$ cat src/sv/mtwa_pkg.sv
`default_nettype none

package mtwa_pkg;

	// Field and storage widths
	localparam int SAMPLE_W  = 16;
	localparam int NUM_CH    = 12;
	localparam int NUM_ACC   = 6;
	localparam int CNT_W     = 10;
	localparam int SUM_W     = SAMPLE_W + CNT_W;
	localparam int THR_W     = 16;
	localparam int CH_W      = 4;
	localparam int CFG_W     = 16;
	localparam int CFG_IDX_W = 1;

	// Window queue between front and back (depth is a power of two)
	localparam int QDEPTH = 2;
	localparam int QPTR_W = $clog2(QDEPTH);

	// Divider: one quotient bit per cycle
	localparam int DIV_STEPS = SAMPLE_W;
	localparam int STEP_W    = $clog2(DIV_STEPS);

	// Register reset values
	localparam logic [THR_W-1:0] RESET_THRESHOLD = 16'd8192;
	localparam logic [CNT_W-1:0] RESET_WINDOW    = 10'd150;

	typedef enum logic [CFG_IDX_W-1:0] {
		REG_DELTA_THRESHOLD = 1'b0,
		REG_WINDOW_LENGTH   = 1'b1
	} cfg_reg_t;

	typedef logic signed [SAMPLE_W-1:0] sample_t;
	typedef logic signed [SUM_W-1:0]    sum_t;
	typedef logic [CNT_W-1:0]           cnt_t;

	// One finished window: the twelve sums and the sample count
	typedef struct packed {
		sum_t [NUM_CH-1:0] sums;
		cnt_t              count;
	} job_t;

	// Queue status seen by front and back
	typedef struct packed {
		logic full;
		logic empty;
	} qstat_t;

	typedef enum logic [1:0] {
		B_IDLE,
		B_LOAD,
		B_DIV,
		B_OUT
	} back_state_t;

	// Accelerometer lane i -> input channel (0-2 and 6-8)
	function automatic logic [CH_W-1:0] accel_channel(input int i);
		return (i < 3) ? CH_W'(i) : CH_W'(i + 3);
	endfunction

endpackage

`default_nettype wire

$ cat src/sv/motion_triggered_window_averager_top.sv
// Channel  | Direction | Handshake                   | Payload
// sample   | in        | sample_valid / sample_stall | acc1_x .. rate2_z, 16 bit signed each
// result   | out       | result_valid / result_stall | channel[3:0], average[15:0], last
// config   | in        | cfg_wr_en, no wait          | cfg_index[0], cfg_data[15:0]
//
// A sample is taken every cycle while the window queue has room; each sample is held in
// the sample register before it is summed.
// For each finished window the shared divider takes the 12 channels in turn: a load,
// one step per bit of the 16-bit quotient and a result-register write; then it returns to idle.
// The queue holds two finished windows; sample_stall rises only when a window-ending
// sample finds it full. result_stall holds the result register and a finished divider.
// Reset is immediate with no clearing pass; registers return to 8192 and 150.
`default_nettype none

module motion_triggered_window_averager_top import mtwa_pkg::*; (
	input  logic                 clk,
	input  logic                 arst_n,
	input  logic                 sample_valid,
	output logic                 sample_stall,
	input  sample_t              acc1_x,
	input  sample_t              acc1_y,
	input  sample_t              acc1_z,
	input  sample_t              rate1_x,
	input  sample_t              rate1_y,
	input  sample_t              rate1_z,
	input  sample_t              acc2_x,
	input  sample_t              acc2_y,
	input  sample_t              acc2_z,
	input  sample_t              rate2_x,
	input  sample_t              rate2_y,
	input  sample_t              rate2_z,
	output logic                 result_valid,
	input  logic                 result_stall,
	output logic [CH_W-1:0]      channel,
	output sample_t              average,
	output logic                 last,
	input  logic                 cfg_wr_en,
	input  logic [CFG_IDX_W-1:0] cfg_index,
	input  logic [CFG_W-1:0]     cfg_data
);

	logic [THR_W-1:0] threshold_q;
	cnt_t             window_q;
	sample_t          samples [NUM_CH];
	logic             push;
	logic             pop;
	job_t             wr_job;
	job_t             rd_job;
	qstat_t           qstat;

	// Channel order of the sample request
	assign samples[0]  = acc1_x;
	assign samples[1]  = acc1_y;
	assign samples[2]  = acc1_z;
	assign samples[3]  = rate1_x;
	assign samples[4]  = rate1_y;
	assign samples[5]  = rate1_z;
	assign samples[6]  = acc2_x;
	assign samples[7]  = acc2_y;
	assign samples[8]  = acc2_z;
	assign samples[9]  = rate2_x;
	assign samples[10] = rate2_y;
	assign samples[11] = rate2_z;

	// Configuration registers
	always_ff @(posedge clk or negedge arst_n) begin
		if (!arst_n) begin
			threshold_q <= RESET_THRESHOLD;
			window_q    <= RESET_WINDOW;
		end else if (cfg_wr_en) begin
			unique case (cfg_reg_t'(cfg_index))
				REG_DELTA_THRESHOLD: threshold_q <= cfg_data[THR_W-1:0];
				REG_WINDOW_LENGTH:   window_q    <= cfg_data[CNT_W-1:0];
				default: begin
				end
			endcase
		end
	end

	mtwa_front u_front (
		.clk          (clk),
		.arst_n       (arst_n),
		.sample_valid (sample_valid),
		.sample_stall (sample_stall),
		.samples      (samples),
		.threshold    (threshold_q),
		.window       (window_q),
		.qstat        (qstat),
		.push         (push),
		.job          (wr_job)
	);

	mtwa_queue u_queue (
		.clk    (clk),
		.arst_n (arst_n),
		.push   (push),
		.wr_job (wr_job),
		.pop    (pop),
		.rd_job (rd_job),
		.qstat  (qstat)
	);

	mtwa_back u_back (
		.clk          (clk),
		.arst_n       (arst_n),
		.job          (rd_job),
		.qstat        (qstat),
		.pop          (pop),
		.result_valid (result_valid),
		.result_stall (result_stall),
		.channel      (channel),
		.average      (average),
		.last         (last)
	);

endmodule

`default_nettype wire

$ cat src/sv/mtwa_front.sv
`default_nettype none

module mtwa_front import mtwa_pkg::*; (
	input  logic               clk,
	input  logic               arst_n,
	input  logic               sample_valid,
	output logic               sample_stall,
	input  sample_t            samples [NUM_CH],
	input  logic [THR_W-1:0]   threshold,
	input  cnt_t               window,
	input  qstat_t             qstat,
	output logic               push,
	output job_t               job
);

	sample_t prev_q [NUM_ACC];
	sample_t smp_s1 [NUM_CH];
	logic    trig_s1;
	logic    valid_s1;
	logic    capturing_q;
	cnt_t    cnt_q;
	sum_t    sums_q [NUM_CH];

	logic             accept;
	logic             trig;
	logic             cap_now;
	logic             ends;
	logic             fire;
	cnt_t             cnt_base;
	logic [CNT_W:0]   cnt_inc;
	cnt_t             cnt_next;
	sum_t             sums_next [NUM_CH];

	// Trigger: any accel lane moved by more than the threshold
	always_comb begin
		logic signed [SAMPLE_W:0] diff;
		logic [SAMPLE_W:0]        mag;
		sample_t                  cur;
		trig = 1'b0;
		for (int i = 0; i < NUM_ACC; i++) begin
			cur  = samples[accel_channel(i)];
			diff = $signed({cur[SAMPLE_W-1], cur})
				- $signed({prev_q[i][SAMPLE_W-1], prev_q[i]});
			mag  = diff[SAMPLE_W] ? (SAMPLE_W+1)'(-diff) : diff;
			if (mag > {1'b0, threshold}) begin
				trig = 1'b1;
			end
		end
	end

	// Accumulate stage: count saturates at its top value
	always_comb begin
		cap_now  = capturing_q | trig_s1;
		cnt_base = capturing_q ? cnt_q : '0;
		cnt_inc  = {1'b0, cnt_base} + (CNT_W+1)'(1);
		cnt_next = cnt_inc[CNT_W] ? '1 : cnt_inc[CNT_W-1:0];
		ends     = cap_now && (cnt_next >= window);
		fire     = valid_s1 && !(ends && qstat.full);
		for (int i = 0; i < NUM_CH; i++) begin
			sums_next[i] = (capturing_q ? sums_q[i] : '0)
				+ {{(SUM_W-SAMPLE_W){smp_s1[i][SAMPLE_W-1]}}, smp_s1[i]};
			job.sums[i]  = sums_next[i];
		end
		job.count = cnt_next;
	end

	assign push         = fire && ends;
	assign sample_stall = valid_s1 && !fire;
	assign accept       = sample_valid && !sample_stall;

	// Previous accel values follow every accepted sample
	always_ff @(posedge clk or negedge arst_n) begin
		if (!arst_n) begin
			for (int i = 0; i < NUM_ACC; i++) begin
				prev_q[i] <= '0;
			end
		end else if (accept) begin
			for (int i = 0; i < NUM_ACC; i++) begin
				prev_q[i] <= samples[accel_channel(i)];
			end
		end
	end

	// Control state
	always_ff @(posedge clk or negedge arst_n) begin
		if (!arst_n) begin
			valid_s1    <= 1'b0;
			capturing_q <= 1'b0;
			cnt_q       <= '0;
		end else begin
			if (accept) begin
				valid_s1 <= 1'b1;
			end else if (fire) begin
				valid_s1 <= 1'b0;
			end
			if (fire && cap_now) begin
				capturing_q <= !ends;
				cnt_q       <= cnt_next;
			end
		end
	end

	// Sample register and running sums
	always_ff @(posedge clk) begin
		if (accept) begin
			smp_s1  <= samples;
			trig_s1 <= trig;
		end
		if (fire && cap_now) begin
			sums_q <= sums_next;
		end
	end

endmodule

`default_nettype wire

$ cat src/sv/mtwa_queue.sv
`default_nettype none

module mtwa_queue import mtwa_pkg::*; (
	input  logic   clk,
	input  logic   arst_n,
	input  logic   push,
	input  job_t   wr_job,
	input  logic   pop,
	output job_t   rd_job,
	output qstat_t qstat
);

	job_t              mem_q [QDEPTH];
	logic [QPTR_W-1:0] wr_ptr_q;
	logic [QPTR_W-1:0] rd_ptr_q;
	logic [QPTR_W:0]   fill_q;

	assign qstat.full  = (fill_q == (QPTR_W+1)'(QDEPTH));
	assign qstat.empty = (fill_q == '0);
	assign rd_job      = mem_q[rd_ptr_q];

	// Pointers and fill level
	always_ff @(posedge clk or negedge arst_n) begin
		if (!arst_n) begin
			wr_ptr_q <= '0;
			rd_ptr_q <= '0;
			fill_q   <= '0;
		end else begin
			if (push) begin
				wr_ptr_q <= wr_ptr_q + QPTR_W'(1);
			end
			if (pop) begin
				rd_ptr_q <= rd_ptr_q + QPTR_W'(1);
			end
			case ({push, pop})
				2'b10:   fill_q <= fill_q + (QPTR_W+1)'(1);
				2'b01:   fill_q <= fill_q - (QPTR_W+1)'(1);
				default: fill_q <= fill_q;
			endcase
		end
	end

	// Entry storage
	always_ff @(posedge clk) begin
		if (push) begin
			mem_q[wr_ptr_q] <= wr_job;
		end
	end

endmodule

`default_nettype wire

$ cat src/sv/mtwa_back.sv
`default_nettype none

module mtwa_back import mtwa_pkg::*; (
	input  logic            clk,
	input  logic            arst_n,
	input  job_t            job,
	input  qstat_t          qstat,
	output logic            pop,
	output logic            result_valid,
	input  logic            result_stall,
	output logic [CH_W-1:0] channel,
	output sample_t         average,
	output logic            last
);

	back_state_t         state_q;
	back_state_t         state_nxt;
	logic [CH_W-1:0]     ch_q;
	logic [STEP_W-1:0]   step_q;
	logic [CNT_W-1:0]    rem_q;
	logic [SAMPLE_W-1:0] quo_q;
	logic                neg_q;
	logic                valid_q;
	logic [CH_W-1:0]     channel_q;
	sample_t             avg_q;
	logic                last_q;

	sum_t             sum_sel;
	logic [SUM_W-1:0] mag;
	logic [CNT_W:0]   trial;
	logic             ge;
	logic [CNT_W-1:0] rem_next;
	logic             out_free;
	logic             last_ch;
	logic             steps_done;
	logic             load;
	logic             step_en;
	logic             wr;

	// Operand select and one restoring-division step
	always_comb begin
		sum_sel    = job.sums[ch_q];
		mag        = sum_sel[SUM_W-1] ? SUM_W'(-sum_sel) : sum_sel;
		trial      = {rem_q, quo_q[SAMPLE_W-1]};
		ge         = (trial >= {1'b0, job.count});
		rem_next   = ge ? CNT_W'(trial - {1'b0, job.count}) : trial[CNT_W-1:0];
		out_free   = !valid_q || !result_stall;
		last_ch    = (ch_q == CH_W'(NUM_CH - 1));
		steps_done = (step_q == STEP_W'(DIV_STEPS - 1));
	end

	// Next state
	always_comb begin
		state_nxt = state_q;
		unique case (state_q)
			B_IDLE: begin
				if (!qstat.empty) begin
					state_nxt = B_LOAD;
				end
			end
			B_LOAD: begin
				state_nxt = B_DIV;
			end
			B_DIV: begin
				if (steps_done) begin
					state_nxt = B_OUT;
				end
			end
			B_OUT: begin
				if (out_free) begin
					state_nxt = last_ch ? B_IDLE : B_LOAD;
				end
			end
		endcase
	end

	// State outputs
	always_comb begin
		load    = 1'b0;
		step_en = 1'b0;
		wr      = 1'b0;
		unique case (state_q)
			B_IDLE: begin
			end
			B_LOAD: begin
				load = 1'b1;
			end
			B_DIV: begin
				step_en = 1'b1;
			end
			B_OUT: begin
				wr = out_free;
			end
		endcase
	end

	assign pop = wr && last_ch;

	// Control registers
	always_ff @(posedge clk or negedge arst_n) begin
		if (!arst_n) begin
			state_q <= B_IDLE;
			ch_q    <= '0;
			step_q  <= '0;
			valid_q <= 1'b0;
		end else begin
			state_q <= state_nxt;
			if (wr) begin
				ch_q <= last_ch ? '0 : ch_q + CH_W'(1);
			end
			if (load) begin
				step_q <= '0;
			end else if (step_en) begin
				step_q <= step_q + STEP_W'(1);
			end
			if (wr) begin
				valid_q <= 1'b1;
			end else if (!result_stall) begin
				valid_q <= 1'b0;
			end
		end
	end

	// Divider datapath and result register
	always_ff @(posedge clk) begin
		if (load) begin
			rem_q <= mag[SUM_W-1:SAMPLE_W];
			quo_q <= mag[SAMPLE_W-1:0];
			neg_q <= sum_sel[SUM_W-1];
		end else if (step_en) begin
			rem_q <= rem_next;
			quo_q <= {quo_q[SAMPLE_W-2:0], ge};
		end
		if (wr) begin
			channel_q <= ch_q;
			avg_q     <= neg_q ? -quo_q : quo_q;
			last_q    <= last_ch;
		end
	end

	assign result_valid = valid_q;
	assign channel      = channel_q;
	assign average      = avg_q;
	assign last         = last_q;

endmodule

`default_nettype wire

$ cat config.mk
export PLATFORM = sky130hd
export DESIGN_NAME = motion_triggered_window_averager_top
export DESIGN_NICKNAME = d
export VERILOG_FILES = /design/src/sv/mtwa_pkg.sv /design/src/sv/motion_triggered_window_averager_top.sv /design/src/sv/mtwa_front.sv /design/src/sv/mtwa_queue.sv /design/src/sv/mtwa_back.sv
export SDC_FILE = /design/constraint.sdc
export NUM_CORES = 2
export LEC_CHECK = 0
export CAP_MARGIN = 20
export CELL_PAD_IN_SITES_DETAIL_PLACEMENT = 0
export CELL_PAD_IN_SITES_GLOBAL_PLACEMENT = 1
export CORE_AREA = 2 2 400 402
export CTS_BUF_LIST = sky130_fd_sc_hd__clkbuf_4
export DETAILED_ROUTE_END_ITERATION = 16
export DIE_AREA = 0 0 402 404
export DONT_BUFFER_PORTS = 1
export MAX_ROUTING_LAYER = met4
export PLACE_DENSITY_LB_ADDON = 0.08
export SETUP_SLACK_MARGIN = 0.02
export SKIP_LAST_GASP = 1
export SYNTH_ARGS = -nofsm -noshare
export SYNTH_HDL_FRONTEND = slang
export SYNTH_SLANG_ARGS = --single-unit
$ cat constraint.sdc
create_clock -name clk -period 50.3 [get_ports clk]
set_input_delay 10.06 -clock clk [delete_from_list [all_inputs] [get_ports clk]]
set_output_delay 10.06 -clock clk [all_outputs]
set_load 0.01 [all_outputs]
==> results_dict.tcl <==
set metrics [dict create \
    die_w_um 402 \
    die_area_mm2 0.162 \
    wl_per_cell_um 22.2 \
    finalSetupTns_ns 0 \
    slowest_stage "dfrtp_4" \
    finalNetCount 7002 \
    drt_wl_total_mm 190 \
    cts_hold_buf 0 \
    post_cts_buffers 0 \
    crit_family "simple AND/OR/NAND/NOR gates" \
    seq_area_frac_synth_pct 53.8 \
    drive_gt1_share_pct 14.6 \
    status "finished, final reports clean" \
    synth_ff_type "edfxtp_1" \
    antenna_left 0 \
    io_buffers 0 \
    fin_crit_ns 15.74 \
    num_vias 47921 \
    cellPowerDensity_mw_per_mm2 56.9 \
    detail_route.drc_violations 0 \
    htree_levels 5 \
    antenna_found_initial 5 \
    gp_congestion 0.896 \
    path_max_fanout 73 \
    io_pins 237 \
    critPathKind "reg -> out" \
    max_stage_delay_ns 0.87 \
    cts_root_buf "clkbuf_4" \
    final_max_slew_viol_count 0 \
    synthCells 5948 \
    rsz0062_at_grt "false" \
    end_kind "output port" \
    path_cells "and2_1 -> ha_1 -> nand3_1 -> nor2_1 -> and4_1 -> nand4_1 -> nand2_1 -> inv_1 -> ha_1 -> nand2b_1 -> a21o_1 -> a21oi_1 -> nor2b_1 -> o21ai_0 -> a21oi_1 -> o31ai_1 -> a21oi_1 -> nand2_1 -> nor2_1" \
    place_ws_ns 34.64 \
    crit_buf_inv 1 \
    synth_fp_nets 6709 \
    cts.repair.resized 0 \
    avgSynthCellArea_um2 12.4 \
    critPathMostFrequentCell "a21oi_1" \
    netlist_area_mm2 0.0738 \
    start_util_pct 46.7 \
    timing.hold.ws_ns 0.504 \
    drt-pass1-iter-count 6 \
    period_share_pct 31.3 \
    layout.cells.non_filler 8572 \
    place_area_mm2 0.0762 \
    finalSetupViolations 0 \
    wl_met2_mm 86.4 \
    final_common_cell "edfxtp_1" \
    grt_pass1_wl_mm 288 \
    skew_ns 0.0990 \
    grt_pass1_vias 47479 \
    place_inst 7932 \
    crit_required_ns 40.24 \
    cts.sinks 1346 \
    dpl.hpwl_mm 137 \
    grt_use_total_pct 24.0 \
    highest_layer "met4" \
    p_total_mw 4.59 \
    cts.clk_slew.worst_paths_ns 0.07 \
    wl_met3_mm 9.01 \
    die_h_um 404 \
    cts_buffers 379 \
    total_leakage_power_nw 30.5 \
    wl_met1_mm 88.1 \
    worstPathArrival_ns 5.68 \
    utilization_pct 51.1 \
    final_cell_mix "edfxtp_1, clkbuf_4, ha_1, a21oi_1, nand2_1" \
    cts_tree "built" \
    setup_slack_ns 34.56 \
    finalHoldViolCount 0 \
    cap_violations 0 \
    clk_path_buf_depth 4 \
    vias_per_cell 5.59 \
    grt_max_degree 150 \
    hp-class "reg -> reg" \
    irDropWorstVdd_v 0.0000293 \
    clkLatencyLatePin_ns 1.31 \
    rows 146 \
    yosysUniqueCellTypes 96 \
    grt_overflow 0 \
    synth-edff-count 1197 \
    syn_to_final_growth_pct 9.31 \
    cp-start-kind "flop" \
    async_flop_share_pct 11.1 \
    fin_area_mm2 0.0806 \
    synth_seq_cells 1346 \
    core_area_mm2 0.158 \
    max_freq_ghz 0.0635 \
    drt_iter0_drc 3096 \
    slew_headroom_pct 25.6 \
    tightestPinTransition_ns 1.11 \
    synth_warnings 0 \
]
-- final timing paths --
kind | from | endpoint | slack, ns | cells past startpoint
worst max-delay path | u_front.capturing_q$_DFFE_PN0P_ | sample_stall | 34.56 | 19
worst min-delay path | u_front.prev_q[86]$_DFFE_PN0P_ | u_front.prev_q[86]$_DFFE_PN0P_ | 0.50 | 1
min in group asynchronous | arst_n | u_front.prev_q[10]$_DFFE_PN0P_ | 8.47 | 0
max in group asynchronous | arst_n | u_queue.rd_ptr_q$_DFFE_PN0P_ | 41.30 | 0
worst max register to register | u_front.capturing_q$_DFFE_PN0P_ | u_front.prev_q[57]$_DFFE_PN0P_ | 42.20 | 23
worst min register to register | u_front.prev_q[86]$_DFFE_PN0P_ | u_front.prev_q[86]$_DFFE_PN0P_ | 0.50 | 1
-- per-layer routing --
| layer | up-vias | global-route usage (%) |
|---|---|---|
| met5 | - | - |
| met1 | 23348 | 32.1 |
| li1 | 23178 | - |
| met2 | 1050 | 36.5 |
| met3 | 345 | 4.25 |
| met4 | 0 | 9.08 |
-- layout make-up --
| class | instances | area [µm²] |
|---|---|---|
| multi-input cells | 4172 | 32400 |
| inverters | 290 | 1090 |
| clock buffers | 536 | 4020 |
| flip-flops and latches | 1346 | 39700 |
| diodes | 7 | 17.5 |
| clock inverters | 97 | 445 |
| fillers | 14014 | 77200 |
| well taps | 2072 | 2590 |
| repair buffers | 52 | 428 |
-- where the power goes --
part,internal [mW],switching [mW],leakage [nW]
clock network,0.497,0.462,2.70
registers,1.69,0.0717,12.9
logic,0.747,1.13,14.9
-- Yosys cell counts (58+ instances only) --
cell type	number	area, µm²
edfxtp_1	1197	35900
o21a_1	80	601
nor2b_1	85	532
a21oi_1	352	1760
nand3_1	91	455
nor2_1	318	1190
nand2_1	345	1290
a211oi_1	58	435
xor2_1	112	981
o21ai_0	227	1140
dfrtp_1	144	3600
clkbuf_1	88	330
and2_1	316	1980
ha_1	528	6610
a21o_1	129	968
inv_1	287	1080
mux2i_1	134	1340
xnor2_1	337	2950
mux2_2	144	1620
nand2b_1	74	463
mux4_2	105	2360
nor3_1	97	485
-- cells by family after synthesis --
family / synth area share, %
xor gates and xnor gates: 5.33
and+or+nand+nor: 10.7
buffers and inverters: 2.43
adders and majority gates: 9.47
muxes: 7.24
DFF: 53.8
AOI/OAI and AO/OA: 11.0
-- registers in the layout, indices dropped and copies added, names as in the netlist --
signal,flops
u_queue.mem_q,644
u_front.sums_q,312
u_front.smp_s1,192
u_front.prev_q,96
threshold_q,16
u_back.average,16
u_back.quo_q,16
u_back.rem_q,10
u_front.cnt_q,10
window_q,10
u_back.ch_q,4
u_back.channel,4
u_back.step_q,4
u_back.state_q,2
u_queue.fill_q,2
u_back.last,1
u_back.neg_q,1
u_back.result_valid,1
u_front.capturing_q,1
u_front.trig_s1,1
u_front.valid_s1,1
u_queue.rd_ptr_q,1
u_queue.wr_ptr_q,1
Power figures use the tool's default switching activity.
